**src/rtl/tla_pkg.sv**
```systemverilog
// Shared types and constants of the two-level temperature alarm.
`default_nettype none
package tla_pkg;

  localparam int TEMP_W  = 12;
  localparam int DELTA_W = 10;
  localparam int TIME_W  = 16;
  localparam int DWELL_W = 16;
  localparam int CFG_W   = 16;
  localparam int CFG_IDX_W = 2;
  localparam int IN_DATA_W  = 24;
  localparam int OUT_DATA_W = 16;

  // Register indexes on the configuration port
  localparam logic [CFG_IDX_W-1:0] REG_LOW_THR   = 2'd0;
  localparam logic [CFG_IDX_W-1:0] REG_HIGH_THR  = 2'd1;
  localparam logic [CFG_IDX_W-1:0] REG_PRE_DWELL = 2'd2;
  localparam logic [CFG_IDX_W-1:0] REG_AL_DWELL  = 2'd3;

  // Reset values: 22.0 and 23.0 degrees in 1/16 units, 3000 ms dwell
  localparam logic signed [TEMP_W-1:0] LOW_THR_RST  = 12'sd352;
  localparam logic signed [TEMP_W-1:0] HIGH_THR_RST = 12'sd368;
  localparam logic [DWELL_W-1:0]       DWELL_RST    = 16'd3000;
  localparam logic [TIME_W-1:0]        TIME_MAX     = 16'hFFFF;

  typedef enum logic [2:0] {
    MODE_NORMAL    = 3'd0,
    MODE_CHECK_PRE = 3'd1,
    MODE_PRE       = 3'd2,
    MODE_CHECK_AL  = 3'd3,
    MODE_ALARM     = 3'd4
  } mode_t;

  typedef struct packed {
    logic signed [TEMP_W-1:0] low_thr;
    logic signed [TEMP_W-1:0] high_thr;
    logic [DWELL_W-1:0]       pre_dwell;
    logic [DWELL_W-1:0]       al_dwell;
  } cfg_t;

  typedef struct packed {
    logic                     door_open;
    logic                     reset_pressed;
    logic [DELTA_W-1:0]       delta_ms;
    logic signed [TEMP_W-1:0] temperature;
  } tick_t;

  typedef struct packed {
    mode_t             mode;
    logic [TIME_W-1:0] time_in_mode;
    logic              entry_pending;
    logic              pre_alarm_held;
    logic              alarm_held;
    logic              lamp_held;
  } alarm_state_t;

  typedef struct packed {
    logic  close_door;
    logic  clear_display;
    logic  show_alarm_text;
    logic  led_on;
    logic  alarm_flag;
    logic  pre_alarm_flag;
    mode_t mode;
  } result_t;

endpackage
`default_nettype wire

```
**src/rtl/tla_step.sv**
```systemverilog
// Combinational mode update for one tick request.
`default_nettype none
module tla_step
  import tla_pkg::*;
(
  input  var cfg_t         cfg,
  input  var alarm_state_t cur,
  input  var tick_t        tick,
  output alarm_state_t     nxt,
  output result_t          res
);

  logic                hi;
  logic                lo;
  logic [TIME_W:0]     time_sum;
  logic [TIME_W-1:0]   time_sat;
  logic                show;
  logic                clr;
  logic                close_cmd;

  assign hi = $signed(tick.temperature) >= $signed(cfg.high_thr);
  assign lo = $signed(tick.temperature) >= $signed(cfg.low_thr);
  assign time_sum = {1'b0, cur.time_in_mode} + {{(TIME_W + 1 - DELTA_W){1'b0}}, tick.delta_ms};
  assign time_sat = time_sum[TIME_W] ? TIME_MAX : time_sum[TIME_W-1:0];

  always_comb begin
    mode_t next_mode;
    logic  change;
    next_mode = cur.mode;
    change    = 1'b0;
    nxt       = cur;
    nxt.time_in_mode = time_sat;
    show      = 1'b0;
    clr       = 1'b0;
    close_cmd = 1'b0;
    case (cur.mode)
      MODE_CHECK_PRE: begin
        if (hi) begin
          next_mode = MODE_CHECK_AL; change = 1'b1;
        end else if (!lo) begin
          next_mode = MODE_NORMAL; change = 1'b1;
        end else if (time_sat >= cfg.pre_dwell) begin
          next_mode = MODE_PRE; change = 1'b1;
        end
      end
      MODE_PRE: begin
        if (cur.entry_pending) begin
          nxt.pre_alarm_held = 1'b1;
        end
        nxt.entry_pending = 1'b0;
        if (hi) begin
          next_mode = MODE_CHECK_AL; change = 1'b1;
        end else if (!lo) begin
          next_mode = MODE_NORMAL; change = 1'b1;
        end
      end
      MODE_CHECK_AL: begin
        if (!hi) begin
          next_mode = MODE_PRE; change = 1'b1;
        end else if (time_sat >= cfg.al_dwell) begin
          next_mode = MODE_ALARM; change = 1'b1;
        end
      end
      MODE_ALARM: begin
        if (cur.entry_pending) begin
          nxt.alarm_held = 1'b1;
          nxt.lamp_held  = 1'b1;
          show           = 1'b1;
          close_cmd      = tick.door_open;
        end
        nxt.entry_pending = 1'b0;
        if (tick.reset_pressed) begin
          clr = 1'b1;
          next_mode = MODE_NORMAL; change = 1'b1;
        end
      end
      default: begin
        // Normal, and any unused code, which falls back to normal
        next_mode = MODE_NORMAL;
        if (cur.entry_pending) begin
          nxt.pre_alarm_held = 1'b0;
          nxt.alarm_held     = 1'b0;
          nxt.lamp_held      = 1'b0;
        end
        nxt.entry_pending = 1'b0;
        if (hi) begin
          next_mode = MODE_CHECK_AL; change = 1'b1;
        end else if (lo) begin
          next_mode = MODE_CHECK_PRE; change = 1'b1;
        end
      end
    endcase
    nxt.mode = next_mode;
    if (change) begin
      nxt.time_in_mode  = '0;
      nxt.entry_pending = 1'b1;
    end
  end

  always_comb begin
    res.mode            = nxt.mode;
    res.pre_alarm_flag  = nxt.pre_alarm_held;
    res.alarm_flag      = nxt.alarm_held;
    res.led_on          = nxt.lamp_held;
    res.show_alarm_text = show;
    res.clear_display   = clr;
    res.close_door      = close_cmd;
  end

endmodule
`default_nettype wire

```
**src/rtl/two_level_temperature_alarm.sv**
```systemverilog
// Top level of the two-level temperature alarm: registers, handshake and configuration.
//
// Usage:
//   One request on the in_ stream per task tick: temperature, delta_ms, button and
//   door levels packed in in_tdata. Each request gives exactly one result request on
//   the out_ stream: the mode after the tick, the held pre-alarm / alarm / lamp levels
//   and the one-tick pulses for alarm text, display clear and door close.
//   Thresholds and dwell times sit on the cfg_ write port, written while idle.
// Pipeline and throughput:
//   A request is captured in an input register, evaluated by the single-pass mode
//   update and lands in the result register, which raises out_tvalid.
//   One request per cycle is sustained while out_tready stays high; the mode state
//   feeds back from the combinational update into the state register.
// Reset:
//   rst_n low returns the block to normal mode with entry pending, time in mode zero,
//   all flags and the lamp clear, and the configuration at 22.0 / 23.0 degrees and
//   3000 ms dwells. Both pipeline registers come up empty.
// Stall:
//   With out_tready low the result holds; the input register still takes one more
//   request, after which in_tready drops until the result is taken.
`default_nettype none
module two_level_temperature_alarm
  import tla_pkg::*;
(
  input  wire                    clk,
  input  wire                    rst_n,
  // Input stream
  input  wire                    in_tvalid,
  output logic                   in_tready,
  // in_tdata: temperature[11:0], delta_ms[21:12], reset_pressed[22], door_open[23]
  input  wire  [IN_DATA_W-1:0]   in_tdata,
  // Result stream
  output logic                   out_tvalid,
  input  wire                    out_tready,
  // out_tdata: mode[2:0], pre_alarm_flag[3], alarm_flag[4], led_on[5],
  //            show_alarm_text[6], clear_display[7], close_door[8], zeros above
  output logic [OUT_DATA_W-1:0]  out_tdata,
  // Configuration write port
  input  wire                    cfg_wr_en,
  input  wire  [CFG_IDX_W-1:0]   cfg_index,
  input  wire  [CFG_W-1:0]       cfg_wdata
);

  cfg_t         cfg_r;
  alarm_state_t state_r;
  alarm_state_t state_nxt;
  tick_t        tick_r;
  logic         in_valid_r;
  result_t      res_r;
  result_t      res_nxt;
  logic         out_valid_r;
  logic         advance;

  // Input register moves into the result register when the latter is free or draining
  assign advance   = in_valid_r && (!out_valid_r || out_tready);
  assign in_tready = !in_valid_r || advance;

  // Configuration registers
  always_ff @(posedge clk) begin
    if (!rst_n) begin
      cfg_r.low_thr   <= LOW_THR_RST;
      cfg_r.high_thr  <= HIGH_THR_RST;
      cfg_r.pre_dwell <= DWELL_RST;
      cfg_r.al_dwell  <= DWELL_RST;
    end else if (cfg_wr_en) begin
      case (cfg_index)
        REG_LOW_THR:   cfg_r.low_thr   <= $signed(cfg_wdata[TEMP_W-1:0]);
        REG_HIGH_THR:  cfg_r.high_thr  <= $signed(cfg_wdata[TEMP_W-1:0]);
        REG_PRE_DWELL: cfg_r.pre_dwell <= cfg_wdata[DWELL_W-1:0];
        REG_AL_DWELL:  cfg_r.al_dwell  <= cfg_wdata[DWELL_W-1:0];
        default: ;
      endcase
    end
  end

  // Input register: payload needs no reset
  always_ff @(posedge clk) begin
    if (!rst_n) begin
      in_valid_r <= 1'b0;
    end else if (in_tready) begin
      in_valid_r <= in_tvalid;
    end
  end

  always_ff @(posedge clk) begin
    if (in_tvalid && in_tready) begin
      tick_r <= tick_t'(in_tdata);
    end
  end

  tla_step u_step (
    .cfg  (cfg_r),
    .cur  (state_r),
    .tick (tick_r),
    .nxt  (state_nxt),
    .res  (res_nxt)
  );

  // Mode state advances once per evaluated tick
  always_ff @(posedge clk) begin
    if (!rst_n) begin
      state_r.mode           <= MODE_NORMAL;
      state_r.time_in_mode   <= '0;
      state_r.entry_pending  <= 1'b1;
      state_r.pre_alarm_held <= 1'b0;
      state_r.alarm_held     <= 1'b0;
      state_r.lamp_held      <= 1'b0;
    end else if (advance) begin
      state_r <= state_nxt;
    end
  end

  // Result register
  always_ff @(posedge clk) begin
    if (!rst_n) begin
      out_valid_r <= 1'b0;
    end else if (advance) begin
      out_valid_r <= 1'b1;
    end else if (out_tready) begin
      out_valid_r <= 1'b0;
    end
  end

  always_ff @(posedge clk) begin
    if (advance) begin
      res_r <= res_nxt;
    end
  end

  assign out_tvalid = out_valid_r;
  assign out_tdata  = {{(OUT_DATA_W - $bits(result_t)){1'b0}}, res_r};

  // Alarm text only on an alarm entry tick, with flag and lamp already set
  // (the button may send the mode straight back to normal on that tick)
  a_show_in_alarm: assert property (@(posedge clk) disable iff (!rst_n)
    (out_valid_r && res_r.show_alarm_text) |->
      (res_r.alarm_flag && res_r.led_on))
    else $error("alarm text outside alarm entry");

  // Door close is a subset of the alarm entry pulse
  a_close_on_entry: assert property (@(posedge clk) disable iff (!rst_n)
    (out_valid_r && res_r.close_door) |-> res_r.show_alarm_text)
    else $error("door close without alarm entry");

  // Display clear only when leaving alarm for normal
  a_clear_to_normal: assert property (@(posedge clk) disable iff (!rst_n)
    (out_valid_r && res_r.clear_display) |-> (res_r.mode == MODE_NORMAL))
    else $error("display clear not on return to normal");

  // An evaluated tick always shows up in the result register next cycle
  a_advance_fills: assert property (@(posedge clk) disable iff (!rst_n)
    advance |=> out_valid_r)
    else $error("evaluated tick lost");

  // A mode change out of any mode other than normal restarts the time in mode
  a_time_restart: assert property (@(posedge clk) disable iff (!rst_n)
    (advance && state_nxt.mode != state_r.mode && state_r.mode != MODE_NORMAL)
      |=> (state_r.time_in_mode == '0 && state_r.entry_pending))
    else $error("mode change without time restart");

endmodule
`default_nettype wire
```
**config.mk**
```make
export PLATFORM = sky130hd
export DESIGN_NAME = two_level_temperature_alarm
export DESIGN_NICKNAME = d
export VERILOG_FILES = /design/src/rtl/tla_pkg.sv /design/src/rtl/tla_step.sv /design/src/rtl/two_level_temperature_alarm.sv
export SDC_FILE = /design/constraint.sdc
export NUM_CORES = 1
export LEC_CHECK = 0
export ABC_CLOCK_PERIOD_IN_PS = 3950
export BUFFER_PORTS_ARGS = -buffer_cell sky130_fd_sc_hd__buf_2
export CAP_MARGIN = 20
export CORE_ASPECT_RATIO = 0.9
export CORE_UTILIZATION = 29
export DETAILED_ROUTE_END_ITERATION = 10
export SLEW_MARGIN = 20
export SYNTH_ARGS = -nofsm -noshare
export SYNTH_HDL_FRONTEND = slang
export SYNTH_SLANG_ARGS = --single-unit
export TNS_END_PERCENT = 50
```
**constraint.sdc**
```tcl
create_clock -name clk -period 3.95 [get_ports clk]
set_input_delay 0.395 -clock clk [delete_from_list [all_inputs] [get_ports clk]]
set_output_delay 0.395 -clock clk [all_outputs]
set_load 0.02 [all_outputs]
```
* After elaboration in Yosys (flattened, before gate mapping) *
Index checks and enable logic that the tools add are counted.

cells by class
  add/sub/neg operators = 1
  magnitude comparators = 4
  equality and inequality tests = 8
  muxes and demuxes = 33
  reductions and logical operators = 17

operators with widths
  cell                                                 count
  >= comparator 16 bit                                 2
  two-way mux 3 bit                                    10
  >= comparator 12 bit                                 2
  adder 16 x 10 -> 17 bit                              1
  two-way mux 17 bit                                   1
  two-way mux 1 bit                                    16
  two-way mux 16 bit                                   1
  case mux 3 bit (4 select lines)                      1
  AND reduction 2 bit                                  6
  equality test 3 x 2 -> 1 bit, second input constant  2
  OR reduction 3 bit                                   2
  equality test 2 bit, second input constant           2
  case mux 1 bit (4 select lines)                      1
  case mux 2 bit (2 select lines)                      1
  equality test 3 x 1 -> 1 bit, second input constant  1
  equality test 3 bit, second input constant           1
  equality test 2 x 1 -> 1 bit, second input constant  1
  logical AND 1 bit                                    2
  logical NOT 1 bit                                    2
  logical NOT 2 bit                                    1
  logical OR 1 bit                                     2
  two-way mux 2 bit                                    1
  != test 2 x 1 -> 1 bit, second input constant        1
  case mux 1 bit (2 select lines)                      1
  2 further kinds                                      2

storage, ports and cells
  bits in registers = 114
  output and inout port bits = 18
  logic and storage cells = 86

* Depth between registers and ports, before layout *
Gate-level depths: netlist (run 1).

  word-level depth = 9
  gate-level depth with buffers = 19

* Hierarchy *
Synthesis (run 1) repeated with hierarchy kept, for this count alone.

second synthesis, totals
  cells, all modules = 730
  area total of the unflattened synthesis = 6491.2 µm²

by module, submodules not included
  module                       instances  cells an instance  area an instance (µm²)
  two_level_temperature_alarm  1          370                3952.5
  tla_step                     1          360                2538.7

* Worst setup path after synthesis (run 1) *
OpenSTA, ideal clock, no wires.

  path type = reg-to-reg
  start point = reg tick_r[12] in the netlist's numbering
  end point = reg state_r[19] in the netlist's numbering
  setup time = 0.120 ns
  arrival = 4.009 ns
  data required time = 3.830 ns
  path slack = -0.180 ns
  stages on the path, launching flop included = 18
  buffers on the path = 1
  period minus slack after synthesis = 4.130 ns
  path through = edfxtp_1 -> ha_1 -> fa_1 -> a211oi_1 -> o21ai_0 -> a31oi_1 -> o21ai_1 -> nand3_1 -> mux2_2 -> ha_1 -> nand4_1 -> nor3_1 -> o2111ai_1 -> nand3_2 -> a21oi_2 -> o2111ai_4 -> buf_6 -> nor2_2

between the ends
  cells in the longest elaborated chain, start to end = 8
  elaborated cells between the ends (all ways) = 11

ends and longest elaborated chain
  element                          RTL line                            RTL
  start, declared                  two_level_temperature_alarm.sv:47   tick_t tick_r;
  start signal, assigned           two_level_temperature_alarm.sv:87   tick_r <= tick_t'(in_tdata);
  adder 16 x 10 -> 17 bit *        tla_step.sv:23                      assign time_sum = {1'b0, cur.time_in_mode} + {{(TIME_W + 1 - DELTA_W){1'b0}}, tick.delta_ms};
  two-way mux 16 bit *             tla_step.sv:24                      assign time_sat = time_sum[TIME_W] ? TIME_MAX : time_sum[TIME_W-1:0];
  >= comparator 16 bit             tla_step.sv:42                      end else if (time_sat >= cfg.pre_dwell) begin
  two-way mux 1 bit                tla_step.sv:42
  two-way mux 1 bit                tla_step.sv:40                      end else if (!lo) begin
  two-way mux 1 bit                tla_step.sv:38                      if (hi) begin
  case mux 1 bit (4 select lines)  tla_step.sv:36                      case (cur.mode)
  two-way mux 17 bit *             tla_step.sv:94                      if (change) begin
  end signal, assigned             two_level_temperature_alarm.sv:109  state_r <= state_nxt;
  end, declared                    two_level_temperature_alarm.sv:45   alarm_state_t state_r;

Mark *: on every way between the ends. The rest lies on a longest branch, timed or not.
A chain may end at the register's enable or synchronous reset.

* Worst setup path in the final report (run 1) *
  start point = reg tick_r[12] in the netlist's numbering
  end point = reg state_r[5] in the netlist's numbering

Same word-level chain as after synthesis.

==> results.cfg, run 1 <==
[power_and_ir_drop]
netSwitchingFraction_pct = 26.7
powerDensity_mw_per_mm2 = 413
switchingPower_w = 0.000905
leakagePower_nw = 3.47
p_clk_share_pct = 45.7
total_power_w = 0.00339
ir_drop_v = 0.000246
seqPwrFrac_pct = 38.1
cell_internal_pwr_w = 0.00249
power_frac_comb_pct = 16.1

[sta]
timing.slew.headroom_pct = 28.4
rsz0062_at_grt = true
finalMaxSlewViolations = 0
fmax_mhz = 247
hold_viol = 0
hold_slack_ps = 145
finalSetupViolCount = 19
tightest_slew_ps = 1070
finClkSkew_ps = 8.77
fin_ws_ps = -96.7
min_period_ps = 4050
fin_crit_sh_pct = 102

[synth]
syn_inst = 712
synth_area_leader_cell = dfxtp_1
synth.top_cell.area_share_pct = 25.7
synth.avg_cell_area_um2 = 8.88
synth_top_family_by_area = compound AO/OA/AOI/OAI gates
synthAdderAreaFrac_pct = 13.4
synth_compound_area_share_pct = 19.4
yosys.area_share.xor_xnor_pct = 0.832
synth.cell_area_mm2 = 0.00632
synth_flop_cell = dfxtp_1
yosys_warnings = 0
yosysSeqAreaShare_pct = 41.3
synthTopCellsByArea = dfxtp_1 26%, edfxtp_1 16%, ha_1 13%
synth_seq_cells = 114
yosys.area_share.simple_pct = 17.6
yosysMostFrequentCell = nand2_1
async_flop_share_pct = 0
ys_types = 57
synthTopCellsByCount = 154 x nand2_1, 81 x dfxtp_1, 66 x ha_1
synthMuxAreaShare_pct = 1.19
synth-edff-count = 33

[floorplan]
rows = 50
num_io_pins = 65
dieArea_mm2 = 0.0224
coreArea_mm2 = 0.0211
die_w_um = 158
start_util_pct = 30.0
die_h_um = 142

[cts]
clock_sinks = 114
clockBufferDepth = 2
clock_latency_ps = 420
cts_max_level = 4
postCtsHoldBufs = 0
cts_buffers = 17
clock-root-buffer = clkbuf_16
clkSlewWorstSetupHoldPaths_ps = 60
cts_tree = done

[detailed_routing]
drcViolationCount = 0
vias = 5181
dr.first_iter.drc_count = 270
wl_per_cell_um = 14.0
drtAntennaViolNets = 0
firstDrtPassIters = 4
routed_wl_um = 15800
viasPerCell = 4.60

[placed_design]
dp_cells = 1077
place.gp.congestion = 0.844
hpwl_um = 10900
io_buffers = 57

[global_routing]
grt_pass1_wl_um = 26100
use_met2_pct = 24.0
grt_use_met3_pct = 3.20
first_global_vias = 5207
grt_util_met1_pct = 19.8
grt_max_degree = 63
track_usage_pct = 15.2
antenna_found_initial = 0
overflow = 0
busiest_layer = met2

[worst_setup_path]
crit_fanout = 5
cp-end-kind = register
cp.required_ps = 4250
cp-start-kind = register
cp.arrival_ps = 4350
crit_type = register to register

[status]
status = complete, but fails checks
failed_checks = setup timing

[layout]
ff_latch_area_mm2 = 0.00261
fillers = 2121
multi_input_comb_area_mm2 = 0.00360
nets = 941
syn2layout_area_growth_pct = 29.9
diodes = 0
final_cells = 1126
drive_gt1_share_pct = 25.8

[worst_hold_path]
worst_hold_path_type = primary input to register

[flow_run]
drv_cap = 0
through the flow:
stage          instance area, µm²  worst slack, ps  TNS, ps  util [%]
2_1_floorplan                6360            -3.46    -3.46         -
3_3_place_gp                 7220             -169    -1980      34.3
3_5_place_dp                 7220             -340    -5240      34.3
4_1_cts                      8160            -33.6    -33.6      38.7
5_1_grt                      8210             -281    -5530      38.9
6_report                     8210            -96.7    -1240      38.9
flip-flops by register name (all words and copies together) (netlist names):
register    flops
state_r        23
tick_r         24
cfg_r          56
out_tvalid      1
out_tdata       9
in_valid_r      1
what timing repair did:
| action | 4_1_cts | 5_1_grt |
|---|---|---|
| gates resized for setup | 48 | 6 |
| gates cloned | 2 | 0 |
| endpoints found under the setup margin | 23 | 23 |
| buffers inserted | 12 | 3 |
| pin swaps | 30 | 9 |
power by group through the flow:
stage	Combinational, W	Clock, W	Sequential (W)
3_5_place_dp	0.000486	0	0.00132
3_3_place_gp	0.000481	0	0.00132
5_1_grt	0.000615	0.00163	0.00130
6_report	0.000547	0.00155	0.00129
4_1_cts	0.000538	0.00158	0.00129
2_1_floorplan	0.000304	0	0.00132
final timing paths:
| kind | from | end | slack (ps) | cells after the start |
|---|---|---|---|---|
| max | tick_r[12] | state_r[5] | -100 | 17 |
| min | in_tdata[15] | tick_r[15] | 150 | 1 |
| max reg2reg | tick_r[12] | state_r[5] | -100 | 17 |
| min reg2reg | cfg_r[22] | cfg_r[22] | 460 | 2 |
cells in the final DEF, fill, tap and decap left out, drive strengths merged, types with 9 or more instances in the layout:
cell    netlist  routed
nor3         11      11
dfxtp        81      81
buf          11     122
ha           66      66
o21ai        26      26
nand2       154     154
o211ai       25      25
edfxtp       33      33
a21oi        39      39
a21boi       38      38
nand2b        9       9
clkbuf       22      18
nor2         28      28
inv          61      63
nand3        11      11
kinds of logic (layout without fill, tap and decap cells):
family / Yosys count / in the layout
and+or+nand+nor: 250 / 250
AOI/OAI and AO/OA: 173 / 173
DFF: 114 / 114
buffers and inverters: 94 / 216
adders and majority gates: 67 / 67
muxes: 7 / 7
xor gates and xnor gates: 6 / 6
other: 1 / 7
critical path: stages, from the launching register on:
cell       delay [ps]
edfxtp_1          370
ha_2              200
fa_2              370
a211oi_4          280
o21ai_2           100
a31oi_2           240
o21ai_2           120
nand3_2           110
mux2_4            330
ha_4              260
nand4_1           220
nor3_4            350
o2111ai_4         170
nand3_2           130
a21oi_2            80
o2111ai_4         330
clkbuf_16         220
a21oi_2            30
final cells by class:
type | count | area share [%]
timing repair buffer | 123 | 9.99
inverter | 61 | 2.79
clock inverter | 15 | 2.01
tap | 286 | 4.36
clock buffer | 17 | 5.18
multi-input combinational | 510 | 43.8
sequential | 114 | 31.8
routing by layer:
metal / part of all wire, % / wire [µm] / up-vias
li1: - / - / 2694
met1: 49 / 7660 / 2341
met2: 45 / 7020 / 121
met3: 4.3 / 676 / 25
met4: 2.5 / 394 / 0
met5: 0 / 0 / -
Power figures use the tool's default switching activity.
==> run 2, diff against run 1 <==
--- a/config.mk
+++ b/config.mk
@@ -15,4 +15,3 @@
 export SYNTH_ARGS = -nofsm -noshare
 export SYNTH_HDL_FRONTEND = slang
 export SYNTH_SLANG_ARGS = --single-unit
-export TNS_END_PERCENT = 50
==> run 2 against run 1 <==
  * The flow still finishes with violations (setup timing)
  * Clock skew increased by 3.1 ps
  * Count of clock-buffer cells in the layout is 3 higher
  * Maximum frequency grew 0.62%
  * Design area is 1.5% higher
  * Utilization up 0.60 points
  * Die area did not move
  * Sequential power about the same
==> results.cfg, run 2 (synthesis gave the netlist of run 1 again) <==
[detailed_routing]
wl_per_cell_um = 13.9
viasPerCell = 4.60
dr.first_iter.drc_count = 255
routed_wl_um = 15700
drtAntennaViolNets = 0
vias = 5188
drcViolationCount = 0
firstDrtPassIters = 6

[sta]
tightest_slew_ps = 872
hold_viol = 0
finClkSkew_ps = 11.9
fmax_mhz = 249
finalMaxSlewViolations = 0
rsz0062_at_grt = true
min_period_ps = 4020
fin_ws_ps = -71.6
fin_crit_sh_pct = 102
timing.slew.headroom_pct = 41.8
finalSetupViolCount = 12

[flow_run]
drv_cap = 0

[power_and_ir_drop]
leakagePower_nw = 3.54
switchingPower_w = 0.000903
cell_internal_pwr_w = 0.00255
powerDensity_mw_per_mm2 = 414
netSwitchingFraction_pct = 26.2
seqPwrFrac_pct = 37.5
ir_drop_v = 0.000233
p_clk_share_pct = 46.1
power_frac_comb_pct = 16.3

[worst_setup_path]
ff2ff_setup_slack_ps = -70
cp_slowest_cell = edfxtp_1
cp.required_ps = 4250
cp-end-kind = register
timing.critical_path.buf_inv = 2
cp-start-kind = register
crit_chain = ha_4 > fa_2 > a211oi_4 > o21ai_2 > a31oi_2 > o21ai_2 > buf_6 > nor3_4 > a21oi_2 > ha_1 > a21oi_2 > o21a_1 > nand2_1 > nand4b_1 > mux2_4 > nand4_1 > o2111ai_4 > clkbuf_16 > nand2b_4
crit_fanout = 8
cpPeakStageDelay_ps = 410
critPathTopFamily = compound AO/OA/AOI/OAI gates
crit_type = register to register
cp.arrival_ps = 4330

[global_routing]
grt_max_degree = 65
grt_use_met3_pct = 3.96
track_usage_pct = 14.6
grt_util_met1_pct = 19.6
busiest_layer = met2
overflow = 0
antenna_found_initial = 0
grt_pass1_wl_um = 25000
use_met2_pct = 22.4
first_global_vias = 4968

[layout]
reg.largest.list = cfg_r x56, tick_r x24, state_r x23
nets = 943
ff_latch_area_mm2 = 0.00261
largest-register = cfg_r
fillers = 2108
final_cells = 1128
drive_gt1_share_pct = 27.2
largest_reg_flops = 56
final_cell_mix = 146 x nand2_1, 81 x dfxtp_1, 61 x inv_1, 58 x ha_1, 58 x buf_4
final_common_cell = nand2_1
syn2layout_area_growth_pct = 31.9
multi_input_comb_area_mm2 = 0.00367
diodes = 0

[floorplan]
coreArea_mm2 = 0.0211
die_w_um = 158
dieArea_mm2 = 0.0224
die_h_um = 142
start_util_pct = 30.0
num_io_pins = 65
rows = 50

[cts]
cts_tree = done
cts_max_level = 4
clockBufferDepth = 2
postCtsHoldBufs = 0
clock-root-buffer = clkbuf_16
clock_sinks = 114
cts_buffers = 17
clkSlewWorstSetupHoldPaths_ps = 60
clock_latency_ps = 420

[placed_design]
dp_cells = 1081
io_buffers = 57
place.gp.congestion = 0.836
post-place-ws_ps = -249
hpwl_um = 11100

[status]
status = complete, but fails checks
failed_checks = setup timing

[worst_hold_path]
worst_hold_path_type = primary input to register
run 2: cell count changes in the layout (fill, tap and decap cells not counted), moves of 3 or more:
cell	before	now
buf_6	3	8
ha_4	5	8
o21ai_1	2	5
clkinv_1	3	0
run 2: repair_timing:
action / CTS / global route
endpoints found under the setup margin: 21 / 23
gates cloned: 1 / 0
buffers inserted: 10 / 4
gates resized for setup: 37 / 33
pin swaps: 27 / 16
run 2: final timing paths:
kind                     from    endpoint  cells after the start
setup / recovery   tick_r[12]  state_r[3]                     19
hold reg to reg     cfg_r[47]   cfg_r[47]                      2
setup reg to reg   tick_r[12]  state_r[3]                     19
hold / removal    in_tdata[6]   tick_r[6]                      1
run 2: per-layer routing:
metal	vias up	routed length [µm]
met4	0	234
met1	2385	7620
met3	16	673
li1	2704	-
met5	-	0
met2	83	7140
run 2: power by group through the flow:
stage | Clock, W | Combinational (W) | Sequential [W]
floorplan | 0 | 0.000304 | 0.00132
global placement | 0 | 0.000486 | 0.00132
detailed placement | 0 | 0.000491 | 0.00132
CTS | 0.00163 | 0.000534 | 0.00129
global route | 0.00168 | 0.000629 | 0.00130
finish | 0.00159 | 0.000563 | 0.00130
run 2: stage by stage:
| step | hold WS [ps] | util, % | power, W | instance area (µm²) | setup TNS (ps) |
|---|---|---|---|---|---|
| 2_1_floorplan | 443 | - | 0.00162 | 6370 | 0 |
| 3_5_place_dp | 458 | 34.4 | 0.00181 | 7260 | -3370 |
| 6_report | 141 | 39.5 | 0.00345 | 8330 | -550 |
| 5_1_grt | 122 | 39.5 | 0.00361 | 8330 | -3580 |
| 3_3_place_gp | 453 | 34.4 | 0.00180 | 7260 | -968 |
| 4_1_cts | 128 | 38.6 | 0.00346 | 8130 | -356 |
run 2: area by class of cell:
type | count | area share, %
well taps | 286 | 4.29
multi-input cells | 510 | 44.0
repair buffers | 125 | 10.3
flip-flops and latches | 114 | 31.4
inverters | 61 | 2.75
clock inverters | 12 | 1.86
clock buffers | 20 | 5.48
